<file path="config.mk">
export PLATFORM = sky130hd
export DESIGN_NAME = sha256_stream_hasher_top_flat
export DESIGN_NICKNAME = d
export VERILOG_FILES = /design/src/design/sha_pkg.sv /design/src/design/sha_if.sv /design/src/design/sha_core.sv /design/src/design/sha256_stream_hasher_top.sv /design/src/flat_wrapper.sv
export SDC_FILE = /design/constraint.sdc
export NUM_CORES = 2
export LEC_CHECK = 0
export BUFFER_PORTS_ARGS = -buffer_cell sky130_fd_sc_hd__buf_2
export CAP_MARGIN = 20
export CELL_PAD_IN_SITES_DETAIL_PLACEMENT = 1
export CELL_PAD_IN_SITES_GLOBAL_PLACEMENT = 2
export CORE_UTILIZATION = 33
export DETAILED_ROUTE_END_ITERATION = 8
export GPL_ROUTABILITY_DRIVEN = 0
export PLACE_DENSITY = 0.67
export SETUP_SLACK_MARGIN = 0.3
export SYNTH_ARGS = -nofsm -noshare
export SYNTH_HDL_FRONTEND = slang
export SYNTH_SLANG_ARGS = --single-unit
</file>
<file path="constraint.sdc">
create_clock -name i_clk -period 22.4 [get_ports i_clk]
set_input_delay 4.48 -clock i_clk [delete_from_list [all_inputs] [get_ports i_clk]]
set_output_delay 4.48 -clock i_clk [all_outputs]
set_load 0.1 [all_outputs]
</file>
<file path="src/design/sha_pkg.sv">
// ============================================================================
// sha_pkg: shared types, constants and functions for the SHA-256 hasher
// Round constants, initial hash words, bit helpers and core control struct.
// ============================================================================
package sha_pkg;

    typedef logic [0:7][31:0]  t_words8;
    typedef logic [0:15][31:0] t_window;

    localparam t_words8 SHA_IV = {
        32'h6a09e667, 32'hbb67ae85, 32'h3c6ef372, 32'ha54ff53a,
        32'h510e527f, 32'h9b05688c, 32'h1f83d9ab, 32'h5be0cd19
    };

    localparam logic [0:63][31:0] SHA_K = {
        32'h428a2f98, 32'h71374491, 32'hb5c0fbcf, 32'he9b5dba5,
        32'h3956c25b, 32'h59f111f1, 32'h923f82a4, 32'hab1c5ed5,
        32'hd807aa98, 32'h12835b01, 32'h243185be, 32'h550c7dc3,
        32'h72be5d74, 32'h80deb1fe, 32'h9bdc06a7, 32'hc19bf174,
        32'he49b69c1, 32'hefbe4786, 32'h0fc19dc6, 32'h240ca1cc,
        32'h2de92c6f, 32'h4a7484aa, 32'h5cb0a9dc, 32'h76f988da,
        32'h983e5152, 32'ha831c66d, 32'hb00327c8, 32'hbf597fc7,
        32'hc6e00bf3, 32'hd5a79147, 32'h06ca6351, 32'h14292967,
        32'h27b70a85, 32'h2e1b2138, 32'h4d2c6dfc, 32'h53380d13,
        32'h650a7354, 32'h766a0abb, 32'h81c2c92e, 32'h92722c85,
        32'ha2bfe8a1, 32'ha81a664b, 32'hc24b8b70, 32'hc76c51a3,
        32'hd192e819, 32'hd6990624, 32'hf40e3585, 32'h106aa070,
        32'h19a4c116, 32'h1e376c08, 32'h2748774c, 32'h34b0bcb5,
        32'h391c0cb3, 32'h4ed8aa4a, 32'h5b9cca4f, 32'h682e6ff3,
        32'h748f82ee, 32'h78a5636f, 32'h84c87814, 32'h8cc70208,
        32'h90befffa, 32'ha4506ceb, 32'hbef9a3f7, 32'hc67178f2
    };

    localparam logic [7:0] PAD_MARK    = 8'h80;
    localparam logic [5:0] LEN_START   = 6'd56;
    localparam logic [5:0] LAST_MARKED = 6'd55;
    localparam logic [5:0] BLOCK_LAST  = 6'd63;
    localparam logic [2:0] WORD_LAST   = 3'd7;

    // Control from the sequencer into the round engine
    typedef struct packed {
        logic       byte_we;     // shift one byte into the block window
        logic [7:0] data;
        logic       start;       // begin 64 rounds on the loaded block
        logic       chain_init;  // reload initial hash words
    } t_core_ctl;

    function automatic logic [31:0] ror32(input logic [31:0] x, input int unsigned n);
        return (x >> n) | (x << (32 - n));
    endfunction

    function automatic logic [31:0] big_sig0(input logic [31:0] x);
        return ror32(x, 2) ^ ror32(x, 13) ^ ror32(x, 22);
    endfunction

    function automatic logic [31:0] big_sig1(input logic [31:0] x);
        return ror32(x, 6) ^ ror32(x, 11) ^ ror32(x, 25);
    endfunction

    function automatic logic [31:0] small_sig0(input logic [31:0] x);
        return ror32(x, 7) ^ ror32(x, 18) ^ (x >> 3);
    endfunction

    function automatic logic [31:0] small_sig1(input logic [31:0] x);
        return ror32(x, 17) ^ ror32(x, 19) ^ (x >> 10);
    endfunction

endpackage

</file>
<file path="src/design/sha_if.sv">
// ============================================================================
// sha_if: valid/ready channels of the SHA-256 hasher
// Input byte channel and digest word channel, each with source/sink modports.
// ============================================================================
interface sha_in_if;
    logic       valid;
    logic       ready;
    logic [7:0] data_byte;
    logic       byte_present;
    logic       end_of_message;

    modport source (output valid, data_byte, byte_present, end_of_message, input ready);
    modport sink   (input valid, data_byte, byte_present, end_of_message, output ready);
endinterface

interface sha_out_if;
    logic        valid;
    logic        ready;
    logic [31:0] digest_word;
    logic [2:0]  word_number;
    logic        last_word;

    modport source (output valid, digest_word, word_number, last_word, input ready);
    modport sink   (input valid, digest_word, word_number, last_word, output ready);
endinterface

</file>
<file path="src/design/sha_core.sv">
// ============================================================================
// sha_core: SHA-256 round engine
// Block window, one round per cycle with in-place schedule, chain update.
// ============================================================================
module sha_core (
    input  logic               i_clk,
    input  logic               i_rst_n,
    input  sha_pkg::t_core_ctl i_ctl,
    output logic               o_done,
    output sha_pkg::t_words8   o_chain
);
    import sha_pkg::*;

    t_window     r_win;
    logic [31:0] r_v [8];
    t_words8     r_chain;
    logic [5:0]  r_rnd;
    logic        r_run;
    logic        r_add;

    logic [511:0] win_flat;
    logic [31:0]  w_cur, w_new, t1, t2, ch, maj;

    always_comb begin
        win_flat = r_win;
        w_cur    = r_win[0];
        // W[t+16] from the sliding window
        w_new    = r_win[0] + small_sig0(r_win[1]) + r_win[9] + small_sig1(r_win[14]);
        ch       = (r_v[4] & r_v[5]) ^ (~r_v[4] & r_v[6]);
        maj      = (r_v[0] & r_v[1]) ^ (r_v[0] & r_v[2]) ^ (r_v[1] & r_v[2]);
        t1       = r_v[7] + big_sig1(r_v[4]) + ch + SHA_K[r_rnd] + w_cur;
        t2       = big_sig0(r_v[0]) + maj;
    end

    // Control and chaining words
    always_ff @(posedge i_clk) begin
        if (!i_rst_n) begin
            r_run   <= 1'b0;
            r_add   <= 1'b0;
            r_rnd   <= '0;
            r_chain <= SHA_IV;
        end else begin
            if (i_ctl.start) begin
                r_run <= 1'b1;
                r_rnd <= '0;
            end else if (r_run) begin
                r_rnd <= r_rnd + 6'd1;
                if (r_rnd == BLOCK_LAST) begin
                    r_run <= 1'b0;
                    r_add <= 1'b1;
                end
            end
            if (r_add) begin
                r_add <= 1'b0;
                for (int i = 0; i < 8; i++) begin
                    r_chain[i] <= r_chain[i] + r_v[i];
                end
            end
            if (i_ctl.chain_init) begin
                r_chain <= SHA_IV;
            end
        end
    end

    // Datapath: window and working variables
    always_ff @(posedge i_clk) begin
        if (i_ctl.byte_we) begin
            r_win <= {win_flat[503:0], i_ctl.data};
        end else if (r_run) begin
            r_win <= {r_win[1:15], w_new};
        end
        if (i_ctl.start) begin
            for (int i = 0; i < 8; i++) begin
                r_v[i] <= r_chain[i];
            end
        end else if (r_run) begin
            r_v[0] <= t1 + t2;
            r_v[1] <= r_v[0];
            r_v[2] <= r_v[1];
            r_v[3] <= r_v[2];
            r_v[4] <= r_v[3] + t1;
            r_v[5] <= r_v[4];
            r_v[6] <= r_v[5];
            r_v[7] <= r_v[6];
        end
    end

    assign o_done  = r_add;
    assign o_chain = r_chain;

endmodule

</file>
<file path="src/design/sha256_stream_hasher_top.sv">
// ============================================================================
// sha256_stream_hasher_top: byte-stream SHA-256 hasher
// Gathers bytes into 64-byte blocks, pads on end of message, emits digest.
// ============================================================================
//  channel  | dir | payload                                   | word
//  i_in     | in  | data_byte[7:0], byte_present, end_of_msg  | one message byte / end
//  o_out    | out | digest_word[31:0], word_number[2:0], last | one digest word
//
//  Flow: a byte word is taken on valid while i_in.ready is high. The 64th byte of a
//  block runs the shared round engine: 64 rounds plus a chain add, with
//  i_in.ready low. End of message: pad and length bytes go in one per cycle
//  (up to 64, or 72 over two blocks), each block then compressed, then eight
//  digest words as o_out.ready allows; a stall holds the current word.
//  Reset loads the initial hash words, no clearing pass; busy until word 7 goes.
// ============================================================================
module sha256_stream_hasher_top (
    input  logic      i_clk,
    input  logic      i_rst_n,
    sha_in_if.sink    i_in,
    sha_out_if.source o_out
);
    import sha_pkg::*;

    typedef enum logic [1:0] {
        S_IDLE,  // taking message bytes
        S_COMP,  // round engine busy
        S_PAD,   // feeding padding and length bytes
        S_OUT    // presenting digest words
    } t_state;

    typedef enum logic [1:0] {
        PH_MSG,  // block full of message bytes
        PH_PAD,  // padding under way, more blocks to come
        PH_DONE  // final block compressing
    } t_phase;

    t_state      r_state;
    t_phase      r_phase;
    logic [5:0]  r_fill;     // bytes held in the current block
    logic [60:0] r_msg;      // message length in bytes, wraps at 2^61
    logic        r_mark;     // 0x80 still to be written
    logic        r_lenblk;   // length field goes into this block
    logic [2:0]  r_onum;

    t_core_ctl   core_ctl;
    logic        core_done;
    t_words8     chain;

    logic        in_acc;
    logic        out_acc;
    logic [63:0] bit_len;
    logic [7:0]  len_byte;
    logic [7:0]  pad_byte;

    sha_core u_core (
        .i_clk   (i_clk),
        .i_rst_n (i_rst_n),
        .i_ctl   (core_ctl),
        .o_done  (core_done),
        .o_chain (chain)
    );

    always_comb begin
        in_acc   = i_in.valid && (r_state == S_IDLE);
        out_acc  = o_out.ready && (r_state == S_OUT);
        bit_len  = {r_msg, 3'b000};
        // big-endian: byte 56 carries the top eight bits
        len_byte = bit_len[{~r_fill[2:0], 3'b000} +: 8];
        if (r_mark) begin
            pad_byte = PAD_MARK;
        end else if (r_lenblk && (r_fill >= LEN_START)) begin
            pad_byte = len_byte;
        end else begin
            pad_byte = 8'h00;
        end

        core_ctl.byte_we    = (in_acc && i_in.byte_present) || (r_state == S_PAD);
        core_ctl.data       = (r_state == S_PAD) ? pad_byte : i_in.data_byte;
        core_ctl.start      = core_ctl.byte_we && (r_fill == BLOCK_LAST);
        core_ctl.chain_init = out_acc && (r_onum == WORD_LAST);
    end

    always_ff @(posedge i_clk) begin
        if (!i_rst_n) begin
            r_state  <= S_IDLE;
            r_phase  <= PH_MSG;
            r_fill   <= '0;
            r_msg    <= '0;
            r_mark   <= 1'b0;
            r_lenblk <= 1'b0;
            r_onum   <= '0;
        end else begin
            unique case (r_state)
                S_IDLE: begin
                    if (in_acc) begin
                        if (i_in.byte_present) begin
                            r_fill <= r_fill + 6'd1;
                            r_msg  <= r_msg + 61'd1;
                        end
                        if (i_in.byte_present && (r_fill == BLOCK_LAST)) begin
                            r_state <= S_COMP;
                            r_phase <= i_in.end_of_message ? PH_PAD : PH_MSG;
                            r_mark  <= i_in.end_of_message;
                        end else if (i_in.end_of_message) begin
                            r_state <= S_PAD;
                            r_phase <= PH_PAD;
                            r_mark  <= 1'b1;
                        end
                    end
                end
                S_PAD: begin
                    r_fill <= r_fill + 6'd1;
                    if (r_mark) begin
                        r_mark   <= 1'b0;
                        r_lenblk <= (r_fill <= LAST_MARKED);
                    end
                    if (r_fill == BLOCK_LAST) begin
                        r_state <= S_COMP;
                        if (r_lenblk && !r_mark) begin
                            r_phase <= PH_DONE;
                        end
                    end
                end
                S_COMP: begin
                    if (core_done) begin
                        unique case (r_phase)
                            PH_MSG: begin
                                r_state <= S_IDLE;
                            end
                            PH_PAD: begin
                                r_state  <= S_PAD;
                                r_lenblk <= 1'b1;
                            end
                            PH_DONE: begin
                                r_state <= S_OUT;
                                r_onum  <= '0;
                            end
                            default: begin
                                r_state <= S_IDLE;
                            end
                        endcase
                    end
                end
                S_OUT: begin
                    if (out_acc) begin
                        r_onum <= r_onum + 3'd1;
                        if (r_onum == WORD_LAST) begin
                            r_state  <= S_IDLE;
                            r_phase  <= PH_MSG;
                            r_msg    <= '0;
                            r_lenblk <= 1'b0;
                        end
                    end
                end
            endcase
        end
    end

    assign i_in.ready        = (r_state == S_IDLE);
    assign o_out.valid       = (r_state == S_OUT);
    assign o_out.digest_word = chain[r_onum];
    assign o_out.word_number = r_onum;
    assign o_out.last_word   = (r_onum == WORD_LAST);

endmodule

</file>
<file path="src/flat_wrapper.sv">
// flat-port wrapper written by rule: the top's interface ports become plain ports
module sha256_stream_hasher_top_flat import sha_pkg::*;
  (i_clk, i_rst_n, i_in_valid, i_in_data_byte, i_in_byte_present, i_in_end_of_message, i_in_ready, o_out_valid, o_out_digest_word, o_out_word_number, o_out_last_word, o_out_ready);
  sha_in_if i_in_i ();
  sha_out_if o_out_i ();
  input  logic i_clk;
  input  logic i_rst_n;
  input wire logic [$bits(i_in_i.valid)-1:0] i_in_valid;
  input wire logic [$bits(i_in_i.data_byte)-1:0] i_in_data_byte;
  input wire logic [$bits(i_in_i.byte_present)-1:0] i_in_byte_present;
  input wire logic [$bits(i_in_i.end_of_message)-1:0] i_in_end_of_message;
  output wire logic [$bits(i_in_i.ready)-1:0] i_in_ready;
  output wire logic [$bits(o_out_i.valid)-1:0] o_out_valid;
  output wire logic [$bits(o_out_i.digest_word)-1:0] o_out_digest_word;
  output wire logic [$bits(o_out_i.word_number)-1:0] o_out_word_number;
  output wire logic [$bits(o_out_i.last_word)-1:0] o_out_last_word;
  input wire logic [$bits(o_out_i.ready)-1:0] o_out_ready;
  assign i_in_i.valid = i_in_valid;
  assign i_in_i.data_byte = i_in_data_byte;
  assign i_in_i.byte_present = i_in_byte_present;
  assign i_in_i.end_of_message = i_in_end_of_message;
  assign i_in_ready = i_in_i.ready;
  assign o_out_valid = o_out_i.valid;
  assign o_out_digest_word = o_out_i.digest_word;
  assign o_out_word_number = o_out_i.word_number;
  assign o_out_last_word = o_out_i.last_word;
  assign o_out_i.ready = o_out_ready;
  sha256_stream_hasher_top u_core (.i_clk(i_clk), .i_rst_n(i_rst_n), .i_in(i_in_i), .o_out(o_out_i));
endmodule
</file>
==> flow_metrics.env <==
export IMPL_status="completed"
export IMPL_cts_buffer_depth=3
export IMPL_numCtsBuffers=144
export IMPL_gr_total_overflow=0
export IMPL_fmax_mhz=96.7
export IMPL_num_nets_final=8649
export IMPL_crit_path_end_kind="flop"
export IMPL_p_leak_nw=33.4
export IMPL_io_pins=52
export IMPL_syn_inst=8233
export IMPL_first_pass_iters=5
export IMPL_clockRootBuffer="clkbuf_16"
export IMPL_synth_area_um2=75400
export IMPL_critPathMaxStageDelay_ps=690
export IMPL_cts_hold_buf=0
export IMPL_numPortBuffers=51
export IMPL_grt_max_degree=206
export IMPL_required_ps=22950
export IMPL_start_kind="flop"
export IMPL_syn_num_nets=8839
export IMPL_maxCapViolations=0
export IMPL_wl_per_cell_um=24.2
export IMPL_ant_nets=0
export IMPL_cts_resized=0
export IMPL_grt_pass1_vias=61264
export IMPL_clkPwrFrac_pct=28.1
export IMPL_hold_path_class="flop to flop"
export IMPL_synth_edf_count=768
export IMPL_drc=0
export IMPL_worstSetupPathType="flop to flop"
export IMPL_switching_share_pct=39.6
export IMPL_area_growth_pct=10.1
export IMPL_cts_tree="built"
export IMPL_combPwrFrac_pct=40.4
export IMPL_p_switching_mw=3.24
export IMPL_critPathSlowestCell="ha_1"
export IMPL_start_util_pct=33.2
export IMPL_arrival_ps=10890
export IMPL_placeableCoreArea_um2=227000
export IMPL_final_min_clock_period_ps=10340
export IMPL_grt_total_usage_pct=23.2
export IMPL_synth_async_reset_ratio_pct=0
export IMPL_fin_skew_ps=39.4
export IMPL_ys_seq_elements=1108
export IMPL_drive_gt1_share_pct=8.10
export IMPL_cts_clk_slew_worst_paths_ps=60
export IMPL_yosys_warnings=0
export IMPL_final_setup_viol_count=0
export IMPL_dieArea_um2=230000
export IMPL_hpwl_um=202000
export IMPL_utilization_pct=36.5
export IMPL_p_total_mw=8.19
export IMPL_insertion_delay_ps=810
export IMPL_drt_iter0_markers=4275
export IMPL_htreeDepth=4
export IMPL_synth_cell_types=100
export IMPL_cts_sinks=1108
export IMPL_post_cts_buffers=0
export IMPL_die_y_um=480
export IMPL_nFillCells=26049
export IMPL_p_per_area_nw_per_um2=98.7
export IMPL_grt_pass1_wl_um=404000
export IMPL_vdd_drop_max_mv=0.0968
export IMPL_crit_path_max_fanout=30
export IMPL_viasPerCell=5.39
export IMPL_avgSynthCellArea_um2=9.15
export IMPL_slew_headroom_pct=25.5
export IMPL_fp_row_count=175
export IMPL_antenna_found_initial=13
export IMPL_wl_um=270000
export IMPL_tns_ps=0
export IMPL_power_share_sequential_pct=31.6
export IMPL_worst_slew_pin_slew_ps=1110
export IMPL_hold_viol=0
export IMPL_slew_viol_final=0
export IMPL_num_vias=60239
export IMPL_grt_setup_unrepaired="no"
export IMPL_ys_seq_area_share_pct=39.6
export IMPL_timing_hold_ws_ps=489
export IMPL_synthFlopType="edfxtp_1"
export IMPL_die_w_um=480
export IMPL_fin_crit_sh_pct=46.2
export IMPL_p_int_mw=4.95
[state kept, by name (all words and copies together) (netlist names)]
signal,cells
u_core.u_core.r_win,480
u_core.u_core.o_chain,256
u_core.u_core.r_v,256
u_core.r_msg,61
u_core.u_core.w_cur,32
u_core.r_fill,6
u_core.u_core.r_rnd,6
u_core.o_out.word_number,3
u_core.r_phase,2
u_core.r_state,2
u_core.r_lenblk,1
u_core.r_mark,1
u_core.u_core.o_done,1
u_core.u_core.r_run,1
[path summary, 6_finish.rpt]
| path | cells past startpoint | to | slack, ps | start |
|---|---|---|---|---|
| worst min-delay path | 2 | u_core.o_out.word_number[2] | 490 | u_core.o_out.word_number[2] |
| worst max-delay path | 35 | u_core.u_core.r_v[0][30] | 12060 | u_core.u_core.r_rnd[0] |
| worst max register to register | 35 | u_core.u_core.r_v[0][30] | 12060 | u_core.u_core.r_rnd[0] |
| worst min register to register | 2 | u_core.o_out.word_number[2] | 490 | u_core.o_out.word_number[2] |
[layout by cell type (no fill, tap or decap), drive strengths merged, types with 47 or more instances in the layout]
master / synthesis / final
o21bai: 47 / 47
o211ai: 47 / 47
clkinv: 2 / 51
nor2: 467 / 467
ha: 397 / 397
mux4: 81 / 81
a21o: 199 / 199
o21ai: 498 / 498
edfxtp: 768 / 768
and3: 60 / 60
buf: 44 / 134
a211oi: 63 / 63
a21oi: 435 / 435
clkbuf: 426 / 195
a31oi: 55 / 55
nor3: 106 / 106
nand3: 114 / 114
inv: 382 / 390
fa: 195 / 195
nand2: 2035 / 2035
xnor2: 388 / 388
mux2i: 132 / 132
mux2: 173 / 173
dfxtp: 340 / 340
nand2b: 62 / 62
xor2: 214 / 214
nor2b: 56 / 56
o21a: 54 / 54
[metrics by stage]
stage,setup slack (ps),instances,instance area [µm²]
2_1_floorplan,4660,8233,75400
6_report,12060,11172,82900
4_1_cts,12210,11169,82900
3_3_place_gp,12400,10905,78300
5_1_grt,11550,11172,82900
3_5_place_dp,12260,10905,78300
[power groups by stage]
stage	registers, mW	clock network [mW]	logic (mW)
final	2.58	2.30	3.30
after global routing	2.60	2.44	3.62
after CTS	2.58	2.37	3.26
after detailed placement	2.62	0	3.23
after global placement	2.62	0	3.18
after floorplan	2.57	0	2.22
[critical path: cells and delay by family, from the launching register on]
kind	cells	cell delay (ps)
AOI/OAI and AO/OA	15	3820
xor gates and xnor gates	1	190
adders and majority gates	7	3060
buffers and inverters	6	1290
DFF	1	300
muxes	1	240
and+or+nand+nor	5	1160
[cells by family (layout without fill, tap and decap cells)]
| group | count (synthesis) | in the layout | share of synthesized area [%] |
|---|---|---|---|
| mux | 386 | 386 | 6.76 |
| flops | 1108 | 1108 | 39.6 |
| compound gates | 1620 | 1620 | 13.4 |
| fa+ha+maj | 596 | 596 | 11.8 |
| xor+xnor | 602 | 602 | 7.00 |
| simple gates | 3067 | 3067 | 17.1 |
| other cells | 0 | 2 | 0 |
| buf+inv | 854 | 782 | 4.28 |
[routing by layer]
layer  global-route usage, %  share of wire [%]  vias to the layer above
li1                        -                  -                    28096
met1                    33.6                 48                    30616
met2                    36.2                 45                     1186
met3                    2.65                4.0                      339
met4                    6.62                2.9                        2
met5                       0             0.0052                        -
[Yosys cell counts (9+ instances only)]
master    instances  area (µm²)
a21o_1          199        1490
nor3b_1          11        82.6
fa_1            195        3900
o211ai_1         46         345
nor3_1          105         526
mux2_2          173        1950
o21ai_0         461        2310
and4_1           14         123
o21a_1           54         405
o31ai_1          30         225
clkbuf_1        426        1600
o21ai_1          35         175
nand2_1        2033        7630
nand4b_1          9        78.8
nor2b_1          56         350
mux2i_1         132        1320
nand4_1          31         194
a211o_1          23         201
a311oi_1         15         131
and3_1           60         375
o311ai_0         10        87.6
edfxtp_1        768       23100
nor2_1          465        1750
xor2_1          214        1870
a21boi_0         23         173
mux4_2           81        1820
a211oi_1         63         473
a31oi_1          55         344
a221oi_1         12         105
o21bai_1         47         353
nand2b_1         62         388
and2_1           27         169
nand3_1         114         571
dfxtp_1         340        6810
a31o_2           13         114
inv_1           382        1430
buf_1            39         146
xnor2_1         388        3400
a21oi_1         432        2160
ha_1            397        4970
or2_2             9        56.3
or3_1            34         213
[final cells by class]
type                       count  area, µm²  share of cell area [%]
antenna                        2       5.00                 0.00603
clock buffer                 195       3880                    4.67
clock inverter                69        708                   0.854
inverter                     384       1450                    1.74
multi-input combinational   6271      42300                    51.0
sequential                  1108      29900                    36.0
tap                         3009       3760                    4.54
timing repair buffer         134        948                    1.14
No activity file was read; power rests on OpenSTA's default activity.
